==> src/design/rbsi_pkg.sv <==
// Shared types and constants for the ray/box slab intersection block.
`default_nettype none
package rbsi_pkg;
    localparam int AXES         = 3;
    localparam int CFG_IDX_BITS = 3;
    localparam int DIST_BITS    = 31;
    localparam int OUT_BITS     = 32;

    // Configuration register indexes
    localparam logic [CFG_IDX_BITS-1:0] REG_MIN_X = 3'd0;
    localparam logic [CFG_IDX_BITS-1:0] REG_MIN_Y = 3'd1;
    localparam logic [CFG_IDX_BITS-1:0] REG_MIN_Z = 3'd2;
    localparam logic [CFG_IDX_BITS-1:0] REG_MAX_X = 3'd3;
    localparam logic [CFG_IDX_BITS-1:0] REG_MAX_Y = 3'd4;
    localparam logic [CFG_IDX_BITS-1:0] REG_MAX_Z = 3'd5;

    // Per-axis status that travels from an axis lane to the merge stage
    typedef struct packed {
        logic unb;   // zero direction: no bound on this axis
        logic miss;  // this axis alone rules the ray out
    } axis_flag_t;
endpackage
`default_nettype wire

==> src/design/rbsi_merge.sv <==
// Merge of the three axis lanes: entry/exit reduction, then hit decision.
`default_nettype none
module rbsi_merge #(
    parameter int COORD_BITS = 32
) (
    input  wire logic                         aclk,
    input  wire logic                         en,
    input  wire logic signed [COORD_BITS-1:0] near_in [rbsi_pkg::AXES],
    input  wire logic signed [COORD_BITS-1:0] far_in  [rbsi_pkg::AXES],
    input  wire rbsi_pkg::axis_flag_t         flag_in [rbsi_pkg::AXES],
    output logic                              hit_reg,
    output logic [rbsi_pkg::DIST_BITS-1:0]    dist_reg
);
    localparam int W = COORD_BITS;
    localparam logic signed [W-1:0] Q_MAX = signed'((W'(1) << (W - 1)) - W'(1));

    logic signed [W-1:0] entry;
    logic signed [W-1:0] exitb;
    logic                ent_inf;
    logic                ext_inf;
    logic                miss;

    logic signed [W-1:0] entry_reg;
    logic signed [W-1:0] exit_reg;
    logic                ent_inf_reg;
    logic                ext_inf_reg;
    logic                miss_reg;

    logic                hit_next;
    logic signed [W-1:0] t;
    logic [63:0]         t_ext;

    always_comb begin
        entry   = '0;
        exitb   = '0;
        ent_inf = 1'b1;
        ext_inf = 1'b1;
        miss    = 1'b0;
        for (int k = 0; k < rbsi_pkg::AXES; k++) begin
            miss = miss | flag_in[k].miss;
            if (!flag_in[k].unb) begin
                if (ent_inf || near_in[k] > entry) begin
                    entry = near_in[k];
                end
                if (ext_inf || far_in[k] < exitb) begin
                    exitb = far_in[k];
                end
                ent_inf = 1'b0;
                ext_inf = 1'b0;
            end
        end
    end

    always_ff @(posedge aclk) begin
        if (en) begin
            entry_reg   <= entry;
            exit_reg    <= exitb;
            ent_inf_reg <= ent_inf;
            ext_inf_reg <= ext_inf;
            miss_reg    <= miss;
        end
    end

    always_comb begin
        hit_next = !miss_reg;
        if (!ext_inf_reg && exit_reg < 0) begin
            hit_next = 1'b0;
        end
        if (!ent_inf_reg && !ext_inf_reg && entry_reg > exit_reg) begin
            hit_next = 1'b0;
        end
        // Origin inside the box: report the exit
        if (ent_inf_reg || entry_reg < 0) begin
            t = ext_inf_reg ? Q_MAX : exit_reg;
        end else begin
            t = entry_reg;
        end
        t_ext = 64'(unsigned'(t));
    end

    always_ff @(posedge aclk) begin
        if (en) begin
            hit_reg  <= hit_next;
            dist_reg <= hit_next ? t_ext[rbsi_pkg::DIST_BITS-1:0] : '0;
        end
    end
endmodule
`default_nettype wire

==> config.mk <==
export PLATFORM = sky130hd
export DESIGN_NAME = rbsi_merge
export DESIGN_NICKNAME = d
export VERILOG_FILES = /design/src/design/rbsi_pkg.sv /design/src/design/rbsi_merge.sv
export SDC_FILE = /design/constraint.sdc
export NUM_CORES = 1
export LEC_CHECK = 0
export BUFFER_PORTS_ARGS = -buffer_cell sky130_fd_sc_hd__buf_2
export CORE_MARGIN = 3
export CORE_UTILIZATION = 25
export DETAILED_ROUTE_END_ITERATION = 12
export SYNTH_ARGS = -nofsm -noshare
export SYNTH_HDL_FRONTEND = slang
export SYNTH_SLANG_ARGS = --single-unit
==> constraint.sdc <==
create_clock -name aclk -period 7.1 [get_ports aclk]
set_input_delay 1.065 -clock aclk [delete_from_list [all_inputs] [get_ports aclk]]
set_output_delay 1.065 -clock aclk [all_outputs]
set_load 0.02 [all_outputs]
==> results of run 1 <==
[metrics by stage]
step	hold slack, ns	std cells
floorplan	0.570	983
global placement	0.648	1660
detailed placement	0.653	1660
CTS	0.671	1676
global route	0.692	1680
finish	0.670	1681
[worst reg2reg max path, delay by kind of cell (launching register included)]
family / cells / cell delay (ns)
buf+inv: 1 / 0.24
flops: 1 / 0.45
simple gates: 1 / 0.51
compound gates: 8 / 1.73
fa+ha+maj: 1 / 0.35
[cell usage in the layout (no fill, tap or decap), drive strengths merged, types with 2 or more instances in the layout]
cell type | synthesis | layout
edfxtp | 98 | 98
nor2 | 56 | 56
or3 | 3 | 3
inv | 106 | 111
a21o | 26 | 26
o211ai | 3 | 3
a211oi | 7 | 7
a221oi | 3 | 3
a22oi | 32 | 32
clkbuf | 22 | 9
nand2 | 89 | 89
nand2b | 3 | 3
a21oi | 77 | 77
mux2 | 2 | 2
mux2i | 105 | 105
nor2b | 12 | 12
a211o | 5 | 5
and3 | 3 | 3
nand4 | 28 | 28
o211a | 4 | 4
nor3 | 9 | 9
buf | 17 | 255
diode | 0 | 5
o21bai | 5 | 5
nand3 | 16 | 16
o2111ai | 3 | 3
nor4b | 2 | 2
ha | 158 | 158
o21a | 5 | 5
a311o | 2 | 2
nor4 | 8 | 8
o21ai | 58 | 58
[layout make-up]
cell class / count / area [sq um] / area share, %
diodes: 5 / 12.5 / 0.111
repair buffers: 255 / 1380 / 12.2
clock buffers: 9 / 225 / 1.99
clock inverters: 7 / 91.3 / 0.808
well taps: 461 / 577 / 5.10
flip-flops and latches: 98 / 2940 / 26.0
multi-input cells: 740 / 5690 / 50.3
inverters: 106 / 398 / 3.52
[report_power, final]
part / internal (mW) / switching, mW
logic: 0.343 / 0.459
registers: 0.736 / 0.0549
clock network: 0.285 / 0.250
total: 1.36 / 0.764
[per-layer routing]
| layer | part of all wire (%) | vias to the layer above | global-route usage (%) |
|---|---|---|---|
| li1 | - | 4098 | - |
| met1 | 44 | 3801 | 20.6 |
| met2 | 46 | 273 | 26.6 |
| met3 | 6.8 | 66 | 4.18 |
| met4 | 3.0 | 18 | 5.74 |
| met5 | 0.46 | - | 0 |
[worst paths after layout]
kind	startpoint	end	slack [ns]	cells past startpoint
max reg2reg	entry_reg[9]	dist_reg[7]	3.65	11
min reg2reg	entry_reg[16]	dist_reg[16]	0.67	2
min	entry_reg[16]	dist_reg[16]	0.67	2
max	flag_in[5]	exit_reg[9]	0.55	22
[logic make-up after synthesis]
| logic type | synth area share, % |
|---|---|
| AO/OA/AOI/OAI | 16.6 |
| adder cells (fa/ha/maj) | 21.5 |
| buffers and inverters | 6.35 |
| flip-flops | 32.1 |
| multiplexers | 11.7 |
| AND/OR/NAND/NOR | 11.8 |
==> impl_results.html, run 1 <==
<table>
<tr><th>Metric</th><th>Value</th></tr>
<tr><th colspan="2">Critical path</th></tr>
<tr><td>Worst-path fanout max</td><td>16</td></tr>
<tr><td>Crit. End Element</td><td>flop</td></tr>
<tr><td>Critical path launch point type</td><td>input pin</td></tr>
<tr><td>Worst Path Buf+Inv</td><td>4</td></tr>
<tr><td>Max stage delay on crit path</td><td>roughly 0.54 ns</td></tr>
<tr><td>Critical path required time</td><td>7.29 ns</td></tr>
<tr><td>Cell with the largest stage delay on the worst path</td><td>a2111oi_1</td></tr>
<tr><td>Worst endpoint data arrival time</td><td>6.74 ns</td></tr>
<tr><td>Top Family by Delay on Critical Path</td><td>compound AO/OA/AOI/OAI gates</td></tr>
<tr><td>Type of the worst setup path</td><td>input pin to flop</td></tr>
<tr><td>Series of cell instances along the critical path</td><td>buf_2, inv_2, nand2_1, ha_1, nand4_1, nor4_1, nand2_1, a2111oi_1, nor4_2, buf_4, a21oi_1, ha_1, a211oi_1, o21ai_0, a311o_1, o2111ai_1, o21ai_0, a211oi_1, o21ai_1, a21oi_4, buf_4, mux2i_1</td></tr>
<tr><th colspan="2">Timing</th></tr>
<tr><td>Final setup margin</td><td>around 0.55 ns</td></tr>
<tr><td>Final hold viol count</td><td>0</td></tr>
<tr><td>Worst rel slew slack</td><td>between 30% and 40%</td></tr>
<tr><td>Final Max Tran Viols</td><td>0</td></tr>
<tr><td>Final setup TNS</td><td>0 ns</td></tr>
<tr><td>FMAX</td><td>0.153 GHz</td></tr>
<tr><td>Ratio of final minimum period to clock period</td><td>approximately 92%</td></tr>
<tr><td>Clock Skews</td><td>0.0111 ns</td></tr>
<tr><td>Post-layout min period</td><td>approximately 6.5 ns</td></tr>
<tr><td>RSZ-0062 raised after global routing</td><td>false</td></tr>
<tr><td>Slew @ Worst Pin</td><td>1.02 ns</td></tr>
<tr><td>Setup violations, final</td><td>0</td></tr>
<tr><th colspan="2">Floorplan</th></tr>
<tr><td>Die width</td><td>a little under 200 microns</td></tr>
<tr><td>CORE AREA</td><td>35900 sq um</td></tr>
<tr><td>Die Footprint</td><td>39100 sq um</td></tr>
<tr><td>Initial standard-cell utilization of the core</td><td>25.6%</td></tr>
<tr><td>Number of top-level pins</td><td>~230</td></tr>
<tr><td>Number of standard-cell rows in the floorplan</td><td>69</td></tr>
<tr><td>Vertical die dimension</td><td>198 microns</td></tr>
<tr><th colspan="2">Logic synthesis</th></tr>
<tr><td>Post-synth design cell area</td><td>between 9000 and 10000 sq um</td></tr>
<tr><td>Mean area per synthesized cell</td><td>9.34 sq um</td></tr>
<tr><td>Number of flip-flops and latches in the synthesized netlist</td><td>98</td></tr>
<tr><td>Synth unique cells</td><td>between 50 and 60</td></tr>
<tr><td>Count leader, synth</td><td>ha_1</td></tr>
<tr><td>Number of warnings issued by yosys</td><td>0</td></tr>
<tr><td>Most numerous cell types in the synthesized netlist</td><td>ha_1, inv_1, mux2i_1</td></tr>
<tr><td>Most frequently used flop master after synthesis</td><td>edfxtp_1</td></tr>
<tr><td>EDFF count, synth</td><td>98</td></tr>
<tr><td>Yosys top cell area share</td><td>32.1%</td></tr>
<tr><td>Fraction of registers with async set/reset</td><td>0%</td></tr>
<tr><td>Synthesized net count</td><td>1341</td></tr>
<tr><td>Area leader, netlist</td><td>edfxtp_1</td></tr>
<tr><td>Sequential cell area fraction in the yosys report</td><td>32.1%</td></tr>
<tr><td>Synthesized netlist cell count</td><td>983</td></tr>
<tr><td>Top cells by area, synth</td><td>edfxtp_1, ha_1, mux2i_1</td></tr>
<tr><th colspan="2">Global routing</th></tr>
<tr><td>Pin count of the biggest net entering global routing</td><td>67</td></tr>
<tr><td>Overall fraction of global-route tracks in use</td><td>16.2%</td></tr>
<tr><td>Vias in the first global route</td><td>8345</td></tr>
<tr><td>Wire length of the first global-routing pass</td><td>47700 microns</td></tr>
<tr><td>Initial antenna violation count</td><td>16</td></tr>
<tr><td>Total congestion overflow</td><td>0</td></tr>
<tr><th colspan="2">Drt</th></tr>
<tr><td>Post-detailed-route wirelength per cell</td><td>slightly below 20 microns</td></tr>
<tr><td>First-pass iteration count of the detailed router</td><td>5</td></tr>
<tr><td>Total length of routed wires</td><td>32500 microns</td></tr>
<tr><td>DRC violation count after routing</td><td>0</td></tr>
<tr><td>DRC violation total after the first TritonRoute iteration</td><td>450</td></tr>
<tr><td>Vias after detailed routing</td><td>slightly above 8000</td></tr>
<tr><td>Antenna-violating nets left</td><td>0</td></tr>
<tr><td>Routed vias/inst</td><td>about 4.9</td></tr>
<tr><th colspan="2">Hold path</th></tr>
<tr><td>Hold WC Path Type</td><td>flop to flop</td></tr>
<tr><th colspan="2">Clock tree</th></tr>
<tr><td>Clk pin slew, worst setup/hold paths</td><td>0.07 ns</td></tr>
<tr><td>Post_cts resized</td><td>0</td></tr>
<tr><td>Insertion delay to the later sink of the worst-skew pair</td><td>0.36 ns</td></tr>
<tr><td>CTS tree</td><td>done</td></tr>
<tr><td>Number of H-tree branching levels</td><td>3</td></tr>
<tr><td>Worst-case clock buffer depth</td><td>2</td></tr>
<tr><td>Number of buffers inserted to repair setup after CTS</td><td>0</td></tr>
<tr><td>Number of hold buffers added after cts</td><td>0</td></tr>
<tr><td>Master cell of the clock root buffer</td><td>clkbuf_16</td></tr>
<tr><td>Clock buffers created by TritonCTS</td><td>9</td></tr>
<tr><td>Number of sinks driven by the clock tree</td><td>a little under 100</td></tr>
<tr><th colspan="2">Flow run</th></tr>
<tr><td>Count of maximum capacitance violations</td><td>0</td></tr>
<tr><th colspan="2">Placement</th></tr>
<tr><td>Detailed Place HPWL</td><td>28100 microns</td></tr>
<tr><td>DP Area</td><td>11000 sq um</td></tr>
<tr><td>Buffers added on ports</td><td>around 230</td></tr>
<tr><td>Weighted congestion at the end of routability-driven global placement</td><td>0.915</td></tr>
<tr><td>Placement Setup Slack</td><td>0.254 ns</td></tr>
<tr><th colspan="2">Finish</th></tr>
<tr><td>P&amp;R area growth vs syn</td><td>23.2%</td></tr>
<tr><td>Utilization after layout</td><td>around a third</td></tr>
<tr><td>Fin area</td><td>11300 sq um</td></tr>
<tr><td>Layout cells sized above 1</td><td>23.0%</td></tr>
<tr><td>Net count of the finished layout</td><td>1568</td></tr>
<tr><td>Filler cells</td><td>3840</td></tr>
<tr><th colspan="2">Run status</th></tr>
<tr><td>Run status</td><td>finished, final reports clean</td></tr>
<tr><th colspan="2">Power</th></tr>
<tr><td>Final total power</td><td>2.13 mW</td></tr>
<tr><td>Leakage power of the design</td><td>5.56 nW</td></tr>
<tr><td>Total power density per cell area</td><td>around 190 nW/um^2</td></tr>
<tr><td>Maximum resistive drop on vdd</td><td>0.0974 mV</td></tr>
</table>
Note: power is estimated with default switching activity, not from simulation.
==> inputs of run 2 (changes only) <==
--- a/config.mk
+++ b/config.mk
@@ -6,9 +6,10 @@
 export NUM_CORES = 1
 export LEC_CHECK = 0
 export BUFFER_PORTS_ARGS = -buffer_cell sky130_fd_sc_hd__buf_2
-export CORE_MARGIN = 3
+export CORE_MARGIN = 2
 export CORE_UTILIZATION = 25
 export DETAILED_ROUTE_END_ITERATION = 12
+export SLEW_MARGIN = 30
 export SYNTH_ARGS = -nofsm -noshare
 export SYNTH_HDL_FRONTEND = slang
 export SYNTH_SLANG_ARGS = --single-unit
==> impl_results.html, run 2 (synthesis results as in run 1) <==
<table>
<tr><th>Metric</th><th>Value</th></tr>
<tr><th colspan="2">Hold path</th></tr>
<tr><td>Cells on Worst Hold Path</td><td>2 (unchanged)</td></tr>
<tr><td>Hold WC Path Type</td><td>flop to flop</td></tr>
<tr><td>Hold Path End</td><td>dist_reg[22]</td></tr>
<tr><td>Hold Path Origin</td><td>entry_reg[22]</td></tr>
<tr><th colspan="2">Timing</th></tr>
<tr><td>Post-layout min period</td><td>6.63 ns (+0.0837 ns)</td></tr>
<tr><td>Final Max Tran Viols</td><td>0 (unchanged)</td></tr>
<tr><td>RSZ-0062 raised after global routing</td><td>false</td></tr>
<tr><td>Final hold viol count</td><td>0 (unchanged)</td></tr>
<tr><td>Clock Skews</td><td>0.0101 ns (-0.00105 ns)</td></tr>
<tr><td>FMAX</td><td>0.151 GHz (-1.3%)</td></tr>
<tr><td>Ratio of final minimum period to clock period</td><td>93.4% (+1.2 points)</td></tr>
<tr><td>Setup violations, final</td><td>0 (unchanged)</td></tr>
<tr><td>Slew @ Worst Pin</td><td>0.863 ns (-0.159 ns)</td></tr>
<tr><td>Worst rel slew slack</td><td>42.5% (+11 points)</td></tr>
<tr><th colspan="2">Critical path</th></tr>
<tr><td>Series of cell instances along the critical path</td><td>buf_2, inv_2, buf_12, nand2_1, ha_1, nand3_1, nor4_1, nand4_1, a211oi_1, nor4_1, a211o_1, buf_4, a22oi_1, ha_1, a21o_1, a21oi_1, nor2b_1, o21ai_0, a21oi_1, o31ai_1, nand4_1, a21oi_4, buf_4, mux2i_1</td></tr>
<tr><td>Critical path launch point type</td><td>input pin</td></tr>
<tr><td>Worst-path fanout max</td><td>32 (+16)</td></tr>
<tr><td>R2R Path Start</td><td>entry_reg[13]</td></tr>
<tr><td>Critical path required time</td><td>7.27 ns (-0.02 ns)</td></tr>
<tr><td>Crit. End Element</td><td>flop</td></tr>
<tr><td>Type of the worst setup path</td><td>input pin to flop</td></tr>
<tr><td>Worst Path Buf+Inv</td><td>5 (+1)</td></tr>
<tr><td>Top Family by Delay on Critical Path</td><td>compound AO/OA/AOI/OAI gates</td></tr>
<tr><td>Worst Reg2Reg Path Length in Cells</td><td>11 (unchanged)</td></tr>
<tr><td>Max stage delay on crit path</td><td>0.47 ns (-0.07 ns)</td></tr>
<tr><td>Endpoint of the most critical register-to-register path</td><td>dist_reg[14]</td></tr>
<tr><td>Cell with the largest stage delay on the worst path</td><td>nor4_1</td></tr>
<tr><td>Worst R2R Setup Slack</td><td>3.64 ns (about the same)</td></tr>
<tr><td>Worst endpoint data arrival time</td><td>6.80 ns (+0.06 ns)</td></tr>
<tr><th colspan="2">Floorplan</th></tr>
<tr><td>Vertical die dimension</td><td>196 microns (-1.0%)</td></tr>
<tr><td>Die width</td><td>196 microns (-1.0%)</td></tr>
<tr><td>Number of top-level pins</td><td>232 (unchanged)</td></tr>
<tr><td>Die Footprint</td><td>38300 sq um (-2.0%)</td></tr>
<tr><td>Initial standard-cell utilization of the core</td><td>25.3% (-0.30 points)</td></tr>
<tr><td>CORE AREA</td><td>36300 sq um (+1.2%)</td></tr>
<tr><td>Number of standard-cell rows in the floorplan</td><td>70 (+1.4%)</td></tr>
<tr><th colspan="2">Clock tree</th></tr>
<tr><td>Master cell of the clock root buffer</td><td>clkbuf_16</td></tr>
<tr><td>Number of sinks driven by the clock tree</td><td>98 (unchanged)</td></tr>
<tr><td>Number of buffers inserted to repair setup after CTS</td><td>0 (unchanged)</td></tr>
<tr><td>CTS tree</td><td>done</td></tr>
<tr><td>Worst-case clock buffer depth</td><td>2 (unchanged)</td></tr>
<tr><td>Number of H-tree branching levels</td><td>3 (unchanged)</td></tr>
<tr><td>Clock buffers created by TritonCTS</td><td>9 (unchanged)</td></tr>
<tr><td>Clk pin slew, worst setup/hold paths</td><td>0.07 ns (about the same)</td></tr>
<tr><td>Post_cts resized</td><td>0 (unchanged)</td></tr>
<tr><td>Insertion delay to the later sink of the worst-skew pair</td><td>0.36 ns (about the same)</td></tr>
<tr><td>Number of hold buffers added after cts</td><td>0 (unchanged)</td></tr>
<tr><th colspan="2">Drt</th></tr>
<tr><td>DRC violation total after the first TritonRoute iteration</td><td>463 (+2.9%)</td></tr>
<tr><td>Vias after detailed routing</td><td>8269 (+0.16%)</td></tr>
<tr><td>Routed vias/inst</td><td>4.92 (about the same)</td></tr>
<tr><td>Post-detailed-route wirelength per cell</td><td>19.2 microns (-0.82%)</td></tr>
<tr><td>Antenna-violating nets left</td><td>0 (unchanged)</td></tr>
<tr><td>Total length of routed wires</td><td>32300 microns (-0.76%)</td></tr>
<tr><td>First-pass iteration count of the detailed router</td><td>5 (unchanged)</td></tr>
<tr><td>DRC violation count after routing</td><td>0 (unchanged)</td></tr>
<tr><th colspan="2">Finish</th></tr>
<tr><td>Utilization after layout</td><td>30.9% (-0.56 points)</td></tr>
<tr><td>Most common cell after layout, fill and taps aside</td><td>buf_2</td></tr>
<tr><td>Net count of the finished layout</td><td>1561 (-0.45%)</td></tr>
<tr><td>Layout cells sized above 1</td><td>22.8% (-0.28 points)</td></tr>
<tr><td>P&amp;R area growth vs syn</td><td>22.5%</td></tr>
<tr><td>Highest-count cells in the layout ignoring fill and taps</td><td>buf_2, ha_1, inv_1, mux2i_1, edfxtp_1</td></tr>
<tr><th colspan="2">Placement</th></tr>
<tr><td>Detailed Place HPWL</td><td>28000 microns (-0.40%)</td></tr>
<tr><td>Buffers added on ports</td><td>231 (unchanged)</td></tr>
<tr><td>Weighted congestion at the end of routability-driven global placement</td><td>0.890 (-2.7%)</td></tr>
<tr><th colspan="2">Global routing</th></tr>
<tr><td>Vias in the first global route</td><td>8273 (-0.86%)</td></tr>
<tr><td>Initial antenna violation count</td><td>13 (-3)</td></tr>
<tr><td>Total congestion overflow</td><td>0 (unchanged)</td></tr>
<tr><td>Pin count of the biggest net entering global routing</td><td>66 (-1.5%)</td></tr>
<tr><td>Wire length of the first global-routing pass</td><td>48100 microns (+0.80%)</td></tr>
<tr><td>Overall fraction of global-route tracks in use</td><td>16.7% (+0.52 points)</td></tr>
<tr><th colspan="2">Power</th></tr>
<tr><td>Maximum resistive drop on vdd</td><td>0.104 mV (+6.8%)</td></tr>
<tr><td>Total power density per cell area</td><td>187 nW/um^2 (-0.84%)</td></tr>
<tr><td>Final total power</td><td>2.10 mW (-1.4%)</td></tr>
<tr><td>Leakage power of the design</td><td>5.51 nW (-0.86%)</td></tr>
<tr><th colspan="2">Run status</th></tr>
<tr><td>Run status</td><td>finished, final reports clean</td></tr>
<tr><th colspan="2">Flow run</th></tr>
<tr><td>Count of maximum capacitance violations</td><td>0 (unchanged)</td></tr>
</table>
-- run 2: cell types whose count changed in the layout (fill, tap and decap cells not counted), sizes merged --
cell / previous run / this run
buf: 255 / 248
clkinv: 0 / 1
inv: 111 / 110
diode: 5 / 6
-- run 2: worst reg2reg max path: cells and delay by family (launching register included) --
kind / cells / cell delay [ns]
AO/OA/AOI/OAI: 8 / 1.78
AND/OR/NAND/NOR: 1 / 0.48
flip-flops: 1 / 0.44
adder cells (fa/ha/maj): 1 / 0.34
buffers and inverters: 1 / 0.24
-- run 2: per-stage QoR --
step	hold slack [ns]	setup TNS [ns]	worst slack (ns)	cell area (sq um)	cells
final	0.666	0	0.470	11200	1682
after detailed placement	0.648	-2.20	-0.202	10900	1660
after floorplan	0.570	0	0.647	9180	983
after global placement	0.658	-0.0536	-0.0518	10900	1660
after global routing	0.699	0	0.0693	11200	1678
after CTS	0.666	0	0.178	11200	1676
-- run 2: how the worst max path moves through the flow --
stage | cells after the start | slack (ns) | start | to
finish | 24 | 0.47 | flag_in[5] | entry_reg[20]
detailed placement | 23 | -0.20 | flag_in[5] | entry_reg[20]
CTS | 23 | 0.18 | flag_in[5] | entry_reg[20]
global placement | 20 | -0.05 | flag_in[5] | entry_reg[20]
floorplan | 25 | 0.65 | flag_in[5] | exit_reg[0]
global route | 20 | 0.07 | flag_in[5] | entry_reg[20]
-- run 2: cell type report --
cell class	count	area [sq um]
fillers	3789	25100
multi-input cells	740	5700
flip-flops and latches	98	2940
repair buffers	248	1300
well taps	468	586
inverters	106	398
clock buffers	9	225
clock inverters	7	81.3
diodes	6	15.0
-- run 2: where the power goes --
group / switching, mW / internal (mW)
combinational: 0.455 / 0.333
clock: 0.236 / 0.279
sequential: 0.0576 / 0.736
total: 0.749 / 1.35
-- run 2: routing by layer --
layer / track usage [%] / vias up / part of all wire [%]
met5: 0 / - / 0.30
met4: 7.24 / 14 / 3.8
met3: 4.13 / 69 / 6.5
met2: 26.7 / 275 / 45
met1: 21.3 / 3826 / 45
li1: - / 4085 / -
